$ cat src/rcrb_pkg.sv
// ----------------------------------------------------------------------------
// RTC counter register block package
// Shared item types, command codes and register map constants.
// ----------------------------------------------------------------------------
package rcrb_pkg;

  localparam int TICKS_PER_SECOND_DEF = 100;
  localparam int DAY_BITS_DEF         = 16;

  // Depth of the command queue between front and back.
  localparam int QUEUE_DEPTH = 2;

  localparam int NUM_BYTES = 6;

  localparam logic [1:0] OP_READ  = 2'd0;
  localparam logic [1:0] OP_WRITE = 2'd1;
  localparam logic [1:0] OP_TICK  = 2'd2;

  localparam logic [6:0] ADDR_MATCH = 7'h06;
  localparam logic [6:0] ADDR_LOAD  = 7'h0C;
  localparam logic [6:0] ADDR_CTRL  = 7'h12;

  localparam int CTRL_LOAD_BIT = 0;
  localparam int CTRL_SNAP_BIT = 1;
  localparam int CTRL_KEEP_BIT = 2;

  // Decoded command kinds.
  localparam logic [1:0] CMD_NONE  = 2'd0;
  localparam logic [1:0] CMD_READ  = 2'd1;
  localparam logic [1:0] CMD_WRITE = 2'd2;
  localparam logic [1:0] CMD_TICK  = 2'd3;

  // Register regions.
  localparam logic [2:0] REGION_NONE  = 3'd0;
  localparam logic [2:0] REGION_SNAP  = 3'd1;
  localparam logic [2:0] REGION_MATCH = 3'd2;
  localparam logic [2:0] REGION_LOAD  = 3'd3;
  localparam logic [2:0] REGION_CTRL  = 3'd4;

  typedef struct packed {
    logic [1:0] op;
    logic [6:0] addr;
    logic [7:0] wdata;
  } item_in_t;

  typedef struct packed {
    logic [7:0] rdata;
    logic       alarm_hit;
  } item_out_t;

  typedef struct packed {
    logic [1:0] kind;
    logic [2:0] region;
    logic [2:0] idx;
    logic [7:0] wdata;
  } cmd_t;

endpackage

$ cat src/rcrb_front.sv
// ----------------------------------------------------------------------------
// RTC front decoder
// Classifies an incoming item into a command kind, register region and index.
// ----------------------------------------------------------------------------
module rcrb_front (
  input  rcrb_pkg::item_in_t item,
  output rcrb_pkg::cmd_t     cmd
);

  logic [2:0] region;
  logic [2:0] idx;

  always_comb begin
    if (item.addr < rcrb_pkg::ADDR_MATCH) begin
      region = rcrb_pkg::REGION_SNAP;
      idx    = item.addr[2:0];
    end else if (item.addr < rcrb_pkg::ADDR_LOAD) begin
      region = rcrb_pkg::REGION_MATCH;
      idx    = 3'(item.addr - rcrb_pkg::ADDR_MATCH);
    end else if (item.addr < rcrb_pkg::ADDR_CTRL) begin
      region = rcrb_pkg::REGION_LOAD;
      idx    = 3'(item.addr - rcrb_pkg::ADDR_LOAD);
    end else if (item.addr == rcrb_pkg::ADDR_CTRL) begin
      region = rcrb_pkg::REGION_CTRL;
      idx    = 3'd0;
    end else begin
      region = rcrb_pkg::REGION_NONE;
      idx    = 3'd0;
    end
  end

  always_comb begin
    cmd.region = region;
    cmd.idx    = idx;
    cmd.wdata  = item.wdata;
    unique case (item.op)
      rcrb_pkg::OP_READ:  cmd.kind = rcrb_pkg::CMD_READ;
      // Writes to the read-only snapshot bytes and to unmapped space do nothing.
      rcrb_pkg::OP_WRITE: cmd.kind = (region == rcrb_pkg::REGION_NONE ||
                                      region == rcrb_pkg::REGION_SNAP) ?
                                     rcrb_pkg::CMD_NONE : rcrb_pkg::CMD_WRITE;
      rcrb_pkg::OP_TICK:  cmd.kind = rcrb_pkg::CMD_TICK;
      default:            cmd.kind = rcrb_pkg::CMD_NONE;
    endcase
  end

endmodule

$ cat src/rcrb_queue.sv
// ----------------------------------------------------------------------------
// RTC command queue
// Small FIFO of decoded commands between the front decoder and the back end.
// ----------------------------------------------------------------------------
module rcrb_queue (
  input  logic           clk,
  input  logic           rst,
  input  logic           push,
  input  rcrb_pkg::cmd_t push_cmd,
  output logic           full,
  input  logic           pop,
  output logic           empty,
  output rcrb_pkg::cmd_t head
);

  localparam int PtrW = (rcrb_pkg::QUEUE_DEPTH > 1) ? $clog2(rcrb_pkg::QUEUE_DEPTH) : 1;
  localparam int CntW = $clog2(rcrb_pkg::QUEUE_DEPTH + 1);
  localparam logic [PtrW-1:0] LastPtr = PtrW'(rcrb_pkg::QUEUE_DEPTH - 1);
  localparam logic [CntW-1:0] FullCnt = CntW'(rcrb_pkg::QUEUE_DEPTH);

  rcrb_pkg::cmd_t  entries [rcrb_pkg::QUEUE_DEPTH];
  logic [PtrW-1:0] wr_ptr;
  logic [PtrW-1:0] rd_ptr;
  logic [CntW-1:0] count;
  logic            do_push;
  logic            do_pop;

  assign full    = (count == FullCnt);
  assign empty   = (count == '0);
  assign head    = entries[rd_ptr];
  assign do_push = push && !full;
  assign do_pop  = pop && !empty;

  always_ff @(posedge clk) begin
    if (rst) begin
      wr_ptr <= '0;
      rd_ptr <= '0;
      count  <= '0;
    end else begin
      if (do_push) begin
        wr_ptr <= (wr_ptr == LastPtr) ? '0 : wr_ptr + 1'b1;
      end
      if (do_pop) begin
        rd_ptr <= (rd_ptr == LastPtr) ? '0 : rd_ptr + 1'b1;
      end
      if (do_push && !do_pop) begin
        count <= count + 1'b1;
      end else if (do_pop && !do_push) begin
        count <= count - 1'b1;
      end
    end
  end

  always_ff @(posedge clk) begin
    if (do_push) begin
      entries[wr_ptr] <= push_cmd;
    end
  end

endmodule

$ cat src/rcrb_back.sv
// ----------------------------------------------------------------------------
// RTC back end
// Holds the counters and register file, carries out commands and registers
// one result item per command.
// ----------------------------------------------------------------------------
module rcrb_back #(
  parameter int TICKS_PER_SECOND = rcrb_pkg::TICKS_PER_SECOND_DEF,
  parameter int DAY_BITS         = rcrb_pkg::DAY_BITS_DEF
) (
  input  logic                clk,
  input  logic                rst,
  input  logic                cmd_valid,
  input  rcrb_pkg::cmd_t      cmd,
  output logic                cmd_pop,
  output logic                rsp_valid,
  input  logic                rsp_ready,
  output rcrb_pkg::item_out_t rsp
);

  // The hundredths counter must hold both a loaded 7-bit value and every count below the limit.
  localparam int HundW = ($clog2(TICKS_PER_SECOND) > 7) ? $clog2(TICKS_PER_SECOND) : 7;
  localparam logic [HundW:0] HundLimit = (HundW + 1)'(TICKS_PER_SECOND);

  logic [HundW-1:0]    hundredths;
  logic [5:0]          seconds_count;
  logic [5:0]          minutes_count;
  logic [4:0]          hours_count;
  logic [DAY_BITS-1:0] day_count;
  logic [7:0]          snapshot_regs [rcrb_pkg::NUM_BYTES];
  logic [7:0]          load_regs     [rcrb_pkg::NUM_BYTES];
  logic [7:0]          match_regs    [rcrb_pkg::NUM_BYTES];
  logic [2:0]          control_bits;

  logic [HundW-1:0]    hundredths_next;
  logic [5:0]          seconds_next;
  logic [5:0]          minutes_next;
  logic [4:0]          hours_next;
  logic [DAY_BITS-1:0] day_next;

  logic [HundW:0]      hund_inc;
  logic [6:0]          sec_inc;
  logic [6:0]          min_inc;
  logic [5:0]          hour_inc;
  logic                hund_wrap;
  logic                sec_wrap;
  logic                min_wrap;
  logic                hour_wrap;

  logic [7:0]          cur_bytes  [rcrb_pkg::NUM_BYTES];
  logic [7:0]          next_bytes [rcrb_pkg::NUM_BYTES];
  logic                match_all;
  logic [7:0]          read_byte;
  logic                exec;

  assign exec    = cmd_valid && (!rsp_valid || rsp_ready);
  assign cmd_pop = exec;

  // Advance cascade: each stage wraps once its increment reaches the limit.
  assign hund_inc  = {1'b0, hundredths} + 1'b1;
  assign sec_inc   = {1'b0, seconds_count} + 1'b1;
  assign min_inc   = {1'b0, minutes_count} + 1'b1;
  assign hour_inc  = {1'b0, hours_count} + 1'b1;
  assign hund_wrap = (hund_inc >= HundLimit);
  assign sec_wrap  = (sec_inc >= 7'd60);
  assign min_wrap  = (min_inc >= 7'd60);
  assign hour_wrap = (hour_inc >= 6'd24);

  always_comb begin
    if (control_bits[rcrb_pkg::CTRL_LOAD_BIT]) begin
      hundredths_next = HundW'(load_regs[0][6:0]);
      seconds_next    = load_regs[1][5:0];
      minutes_next    = load_regs[2][5:0];
      hours_next      = load_regs[3][4:0];
      day_next        = DAY_BITS'({load_regs[5], load_regs[4]});
    end else begin
      hundredths_next = hund_wrap ? '0 : hund_inc[HundW-1:0];
      seconds_next    = seconds_count;
      minutes_next    = minutes_count;
      hours_next      = hours_count;
      day_next        = day_count;
      if (hund_wrap) begin
        seconds_next = sec_wrap ? '0 : sec_inc[5:0];
        if (sec_wrap) begin
          minutes_next = min_wrap ? '0 : min_inc[5:0];
          if (min_wrap) begin
            hours_next = hour_wrap ? '0 : hour_inc[4:0];
            if (hour_wrap) begin
              day_next = day_count + 1'b1;
            end
          end
        end
      end
    end
  end

  always_comb begin
    cur_bytes[0]  = 8'(hundredths);
    cur_bytes[1]  = {2'b00, seconds_count};
    cur_bytes[2]  = {2'b00, minutes_count};
    cur_bytes[3]  = {3'b000, hours_count};
    cur_bytes[4]  = day_count[7:0];
    cur_bytes[5]  = 8'(day_count >> 8);
    next_bytes[0] = 8'(hundredths_next);
    next_bytes[1] = {2'b00, seconds_next};
    next_bytes[2] = {2'b00, minutes_next};
    next_bytes[3] = {3'b000, hours_next};
    next_bytes[4] = day_next[7:0];
    next_bytes[5] = 8'(day_next >> 8);
  end

  always_comb begin
    match_all = 1'b1;
    for (int i = 0; i < rcrb_pkg::NUM_BYTES; i++) begin
      if (next_bytes[i] != match_regs[i]) begin
        match_all = 1'b0;
      end
    end
  end

  always_comb begin
    unique case (cmd.region)
      rcrb_pkg::REGION_SNAP:  read_byte = snapshot_regs[cmd.idx];
      rcrb_pkg::REGION_MATCH: read_byte = match_regs[cmd.idx];
      rcrb_pkg::REGION_LOAD:  read_byte = load_regs[cmd.idx];
      rcrb_pkg::REGION_CTRL:  read_byte = {5'b00000, control_bits};
      default:                read_byte = 8'h00;
    endcase
  end

  always_ff @(posedge clk) begin
    if (rst) begin
      hundredths    <= '0;
      seconds_count <= '0;
      minutes_count <= '0;
      hours_count   <= '0;
      day_count     <= '0;
      control_bits  <= '0;
      for (int i = 0; i < rcrb_pkg::NUM_BYTES; i++) begin
        snapshot_regs[i] <= '0;
        load_regs[i]     <= '0;
        match_regs[i]    <= '0;
      end
    end else if (exec) begin
      unique case (cmd.kind)
        rcrb_pkg::CMD_TICK: begin
          hundredths    <= hundredths_next;
          seconds_count <= seconds_next;
          minutes_count <= minutes_next;
          hours_count   <= hours_next;
          day_count     <= day_next;
          control_bits[rcrb_pkg::CTRL_LOAD_BIT] <= 1'b0;
        end
        rcrb_pkg::CMD_WRITE: begin
          unique case (cmd.region)
            rcrb_pkg::REGION_MATCH: match_regs[cmd.idx] <= cmd.wdata;
            rcrb_pkg::REGION_LOAD:  load_regs[cmd.idx]  <= cmd.wdata;
            rcrb_pkg::REGION_CTRL: begin
              // A snapshot request is taken at once and never stored.
              if (cmd.wdata[rcrb_pkg::CTRL_SNAP_BIT]) begin
                for (int i = 0; i < rcrb_pkg::NUM_BYTES; i++) begin
                  snapshot_regs[i] <= cur_bytes[i];
                end
              end
              control_bits <= {cmd.wdata[rcrb_pkg::CTRL_KEEP_BIT], 1'b0,
                               cmd.wdata[rcrb_pkg::CTRL_LOAD_BIT]};
            end
            default: ;
          endcase
        end
        default: ;
      endcase
    end
  end

  always_ff @(posedge clk) begin
    if (rst) begin
      rsp_valid <= 1'b0;
    end else if (exec) begin
      rsp_valid <= 1'b1;
    end else if (rsp_ready) begin
      rsp_valid <= 1'b0;
    end
  end

  always_ff @(posedge clk) begin
    if (exec) begin
      rsp.rdata     <= (cmd.kind == rcrb_pkg::CMD_READ) ? read_byte : 8'h00;
      rsp.alarm_hit <= (cmd.kind == rcrb_pkg::CMD_TICK) && match_all;
    end
  end

endmodule

$ cat src/rtc_counter_register_block_unit.sv
// ----------------------------------------------------------------------------
// RTC counter register block
// Each accepted item is queued; the back end executes it and registers the result.
// Throughput: one item per cycle while rsp_ready takes results; a two-entry command queue decouples the
// decoder from the counter back end, which executes one command per cycle unless stalled.
// Reset: counters, load, match and snapshot bytes and control bits clear to 0.
// ----------------------------------------------------------------------------
module rtc_counter_register_block_unit #(
  parameter int TICKS_PER_SECOND = rcrb_pkg::TICKS_PER_SECOND_DEF,
  parameter int DAY_BITS         = rcrb_pkg::DAY_BITS_DEF
) (
  input  logic                clk,
  input  logic                rst,
  input  logic                req_valid,
  output logic                req_ready,
  input  rcrb_pkg::item_in_t  req,
  output logic                rsp_valid,
  input  logic                rsp_ready,
  output rcrb_pkg::item_out_t rsp
);

  rcrb_pkg::cmd_t dec_cmd;
  rcrb_pkg::cmd_t head_cmd;
  logic           q_full;
  logic           q_empty;
  logic           q_pop;

  assign req_ready = !q_full;

  rcrb_front u_front (
    .item (req),
    .cmd  (dec_cmd)
  );

  rcrb_queue u_queue (
    .clk      (clk),
    .rst      (rst),
    .push     (req_valid),
    .push_cmd (dec_cmd),
    .full     (q_full),
    .pop      (q_pop),
    .empty    (q_empty),
    .head     (head_cmd)
  );

  rcrb_back #(
    .TICKS_PER_SECOND (TICKS_PER_SECOND),
    .DAY_BITS         (DAY_BITS)
  ) u_back (
    .clk       (clk),
    .rst       (rst),
    .cmd_valid (!q_empty),
    .cmd       (head_cmd),
    .cmd_pop   (q_pop),
    .rsp_valid (rsp_valid),
    .rsp_ready (rsp_ready),
    .rsp       (rsp)
  );

endmodule
$ cat config.mk
export PLATFORM = sky130hd
export DESIGN_NAME = rtc_counter_register_block_unit
export DESIGN_NICKNAME = d
export VERILOG_FILES = /design/src/rcrb_pkg.sv /design/src/rcrb_front.sv /design/src/rcrb_queue.sv /design/src/rcrb_back.sv /design/src/rtc_counter_register_block_unit.sv
export SDC_FILE = /design/constraint.sdc
export NUM_CORES = 1
export LEC_CHECK = 0
export ABC_CLOCK_PERIOD_IN_PS = 5930
export BUFFER_PORTS_ARGS = -buffer_cell sky130_fd_sc_hd__buf_4
export CAP_MARGIN = 5
export CORE_MARGIN = 2
export CORE_UTILIZATION = 33
export CTS_CLUSTER_DIAMETER = 150
export DETAILED_ROUTE_END_ITERATION = 10
export PLACE_DENSITY = 0.47
export SLEW_MARGIN = 0
export SYNTH_ARGS = -nofsm -noshare
export SYNTH_HDL_FRONTEND = slang
export SYNTH_SLANG_ARGS = --single-unit
$ cat constraint.sdc
create_clock -name clk -period 5.93 [get_ports clk]
set_input_delay 0.8895 -clock clk [delete_from_list [all_inputs] [get_ports clk]]
set_output_delay 0.8895 -clock clk [all_outputs]
set_load 0.005 [all_outputs]
==> reports/results.ini <==
[run_status]
status = finished clean

[timing]
rsz0062_at_grt = false
finalClockSkew_ps = 16.2
slew_violations = 0
setup_tns_ps = 0
max_freq_mhz = 228
hold_viol_final = 0
fin_crit_ps = 4390
setup_viol = 0
worst_slew_pin_slew_ps = 1270
worst_hold_slack_ps = 483
finalCritPeriodShare_pct = 74.0
worst_slack_ps = 1540
slew_headroom_pct = 14.9

[clock_network]
post_cts.repair.setup_buffers = 0
cts_resized = 0
cts_sinks = 257
hold_buffers = 0
ctsLongestPathBuffers = 3
numCtsBuffers = 31
clockRootBuffer = clkbuf_16
clk-insertion-delay-late_ps = 600
clk_pin_slew_worst_paths_ps = 60
cts_tree = built
cts_max_level = 1

[routing]
dr.pass1.iters = 5
drc = 0
routed.top_layer = met4
wl_met1_um = 22000
wl_met3_um = 3020
wl_um = 49900
wl_met2_um = 23400
vias = 11400
viasPerCell = 5.66
ant_nets = 0
drtIter0Drc = 1372
drt-wirelength-per-cell_um = 24.7

[placed_design]
gp_congestion = 0.886
placed_cell_area_mm2 = 0.0148
place_ws_ps = 1680
port-buffer-count = 31
dp_hpwl_um = 36400
post-place-cells = 1965

[setup_path]
cp.arrival_ps = 4810
startpoint = u_back.hundredths[0]
worstSetupPathType = flip-flop to flip-flop
r2r_slack_ps = 1540
reg2regPathDepth = 11
worst_setup_path_start_kind = flip-flop
crit_path_end = u_back.rsp[0]
cp_max_fo = 11
cp.required_ps = 6350
r2r_start = u_back.hundredths[0]
worst_r2r_endpoint = u_back.rsp[0]
endpoint_kind = flip-flop

[synthesis]
synth.cells.most_frequent = nand2_1, edfxtp_1, nor2_1
syn_area_per_cell_um2 = 9.57
yosys_warnings = 0
async_flop_share_pct = 0
synthTopCellsByArea = edfxtp_1, dfxtp_1, nand2_1
syn_inst = 1468
synth_top_area_share_pct = 44.7
synth_area_mm2 = 0.0140
synth.distinct_cells = 80
synthesis.nets = 1500
synth_edf_count = 209
synth_top_area_cell = edfxtp_1
synth_flop_cell = edfxtp_1
synth-seq-area-share_pct = 51.5
synth.most_common_cell = nand2_1
ys_ff_latch = 257

[global_routing]
track_usage_pct = 22.5
overflow = 0
grt_pass1_wl_um = 73400
grt_pass1_vias = 10900
antenna_found_initial = 0
grt_max_degree = 55

[die]
die_area_mm2 = 0.0442
die_x_um = 210
initial_utilization_pct = 33.5
fp.coreArea_mm2 = 0.0419
row_count = 75
fp.dieH_um = 210
pin_count = 32

[layout]
drive_above_1_share_pct = 9.50
final_core_util_pct = 37.6
final_cell_area_mm2 = 0.0158
antenna_cells = 0
fin_cells = 2023
nets = 1491
syn_to_final_growth_pct = 12.3
num-fill-cells = 4255

[power_and_ir_drop]
power.density_mw_per_mm2 = 358
power.total_mw = 5.66
ir_drop_uv = 240
leakagePower_nw = 5.38

[hold_path]
hold_path.class = primary input to flip-flop

[job]
maxCapViolCount = 0

[cells by family after synthesis]
kind of cell | count (synthesis) | share of synthesized area [%]
buf+inv | 145 | 4.19
compound gates | 273 | 13.4
flops | 257 | 51.5
simple gates | 677 | 23.0
fa+ha+maj | 11 | 0.980
xor+xnor | 72 | 4.54
mux | 33 | 2.41
[sequential cells by signal, indices dropped and copies added, names as in the netlist, named ones only]
| name | flops |
|---|---|
| u_queue.entries | 32 |
| u_queue.rd_ptr | 1 |
| u_back.load_regs | 64 |
| u_back.control_bits | 2 |
| u_back.day_count | 16 |
| u_back.seconds_count | 6 |
| u_queue.wr_ptr | 1 |
| u_back.snapshot_regs | 40 |
| u_queue.count | 2 |
| u_back.rsp_valid | 1 |
| u_back.hours_count | 5 |
| u_back.minutes_count | 6 |
| u_back.match_regs | 64 |
| u_back.rsp | 9 |
| u_back.hundredths | 7 |
[cells in the final DEF, fill, tap and decap left out, types with 9 or more instances in the layout]
cell and instances:
o211ai_1 18, or3_1 23, a221oi_1 12, nand2_1 230, o21a_1 10, clkbuf_1 9
ha_1 11, and3_1 26, a31oi_1 21, inv_1 46, xnor2_1 37, a21oi_1 66
nand3_1 69, buf_4 55, clkbuf_16 31, mux2i_1 22, a311oi_1 23, edfxtp_1 209
xor2_1 34, dfxtp_1 47, o22ai_1 9, o21ai_0 37, nor3_1 24, nor2_1 169
nand2b_1 13, nor4_1 22, nand4_1 19, and2_1 42, a211oi_1 11
[final cells by class]
class / instances / area, µm² / area share [%]
clock buffers: 41 / 823 / 5.22
clock inverters: 17 / 146 / 0.928
inverters: 47 / 176 / 1.12
multi-input cells: 1066 / 6280 / 39.8
flip-flops and latches: 257 / 7240 / 45.9
well taps: 539 / 674 / 4.27
repair buffers: 56 / 433 / 2.74
[per-layer routing]
layer / track usage (%) / vias to the layer above
li1: - / 5315
met4: 6.38 / 0
met3: 2.89 / 78
met1: 31.1 / 5619
met2: 37.0 / 436
met5: 0 / -
[critical path: stages, from the launching register on]
cell and delay [ps]:
dfxtp_1 540, ha_1 400, nand3_1 130, xor2_1 230, nand2_1 100, o21ai_0 170, a2111oi_0 1100, o221ai_1 340
a21oi_1 270, nand4_1 100, or4b_1 530, nor4_1 280
[power breakdown]
group / internal (mW) / switching (mW) / leakage (nW)
combinational: 0.480 / 1.10 / 2.48
clock: 1.06 / 0.768 / 0.479
sequential: 2.10 / 0.151 / 2.42
[worst min path at each step]
stage	to	depth (start not counted)	slack, ps	startpoint
floorplan	u_back.control_bits[2]	2	460	u_back.control_bits[2]
global placement	u_queue.rd_ptr	2	490	u_queue.rd_ptr
detailed placement	u_queue.rd_ptr	2	490	u_queue.rd_ptr
CTS	u_queue.entries[0][3]	1	460	req[3]
global route	u_queue.entries[0][3]	1	460	req[3]
finish	u_queue.entries[0][3]	1	480	req[3]
Note: power is estimated with default switching activity, not from simulation.
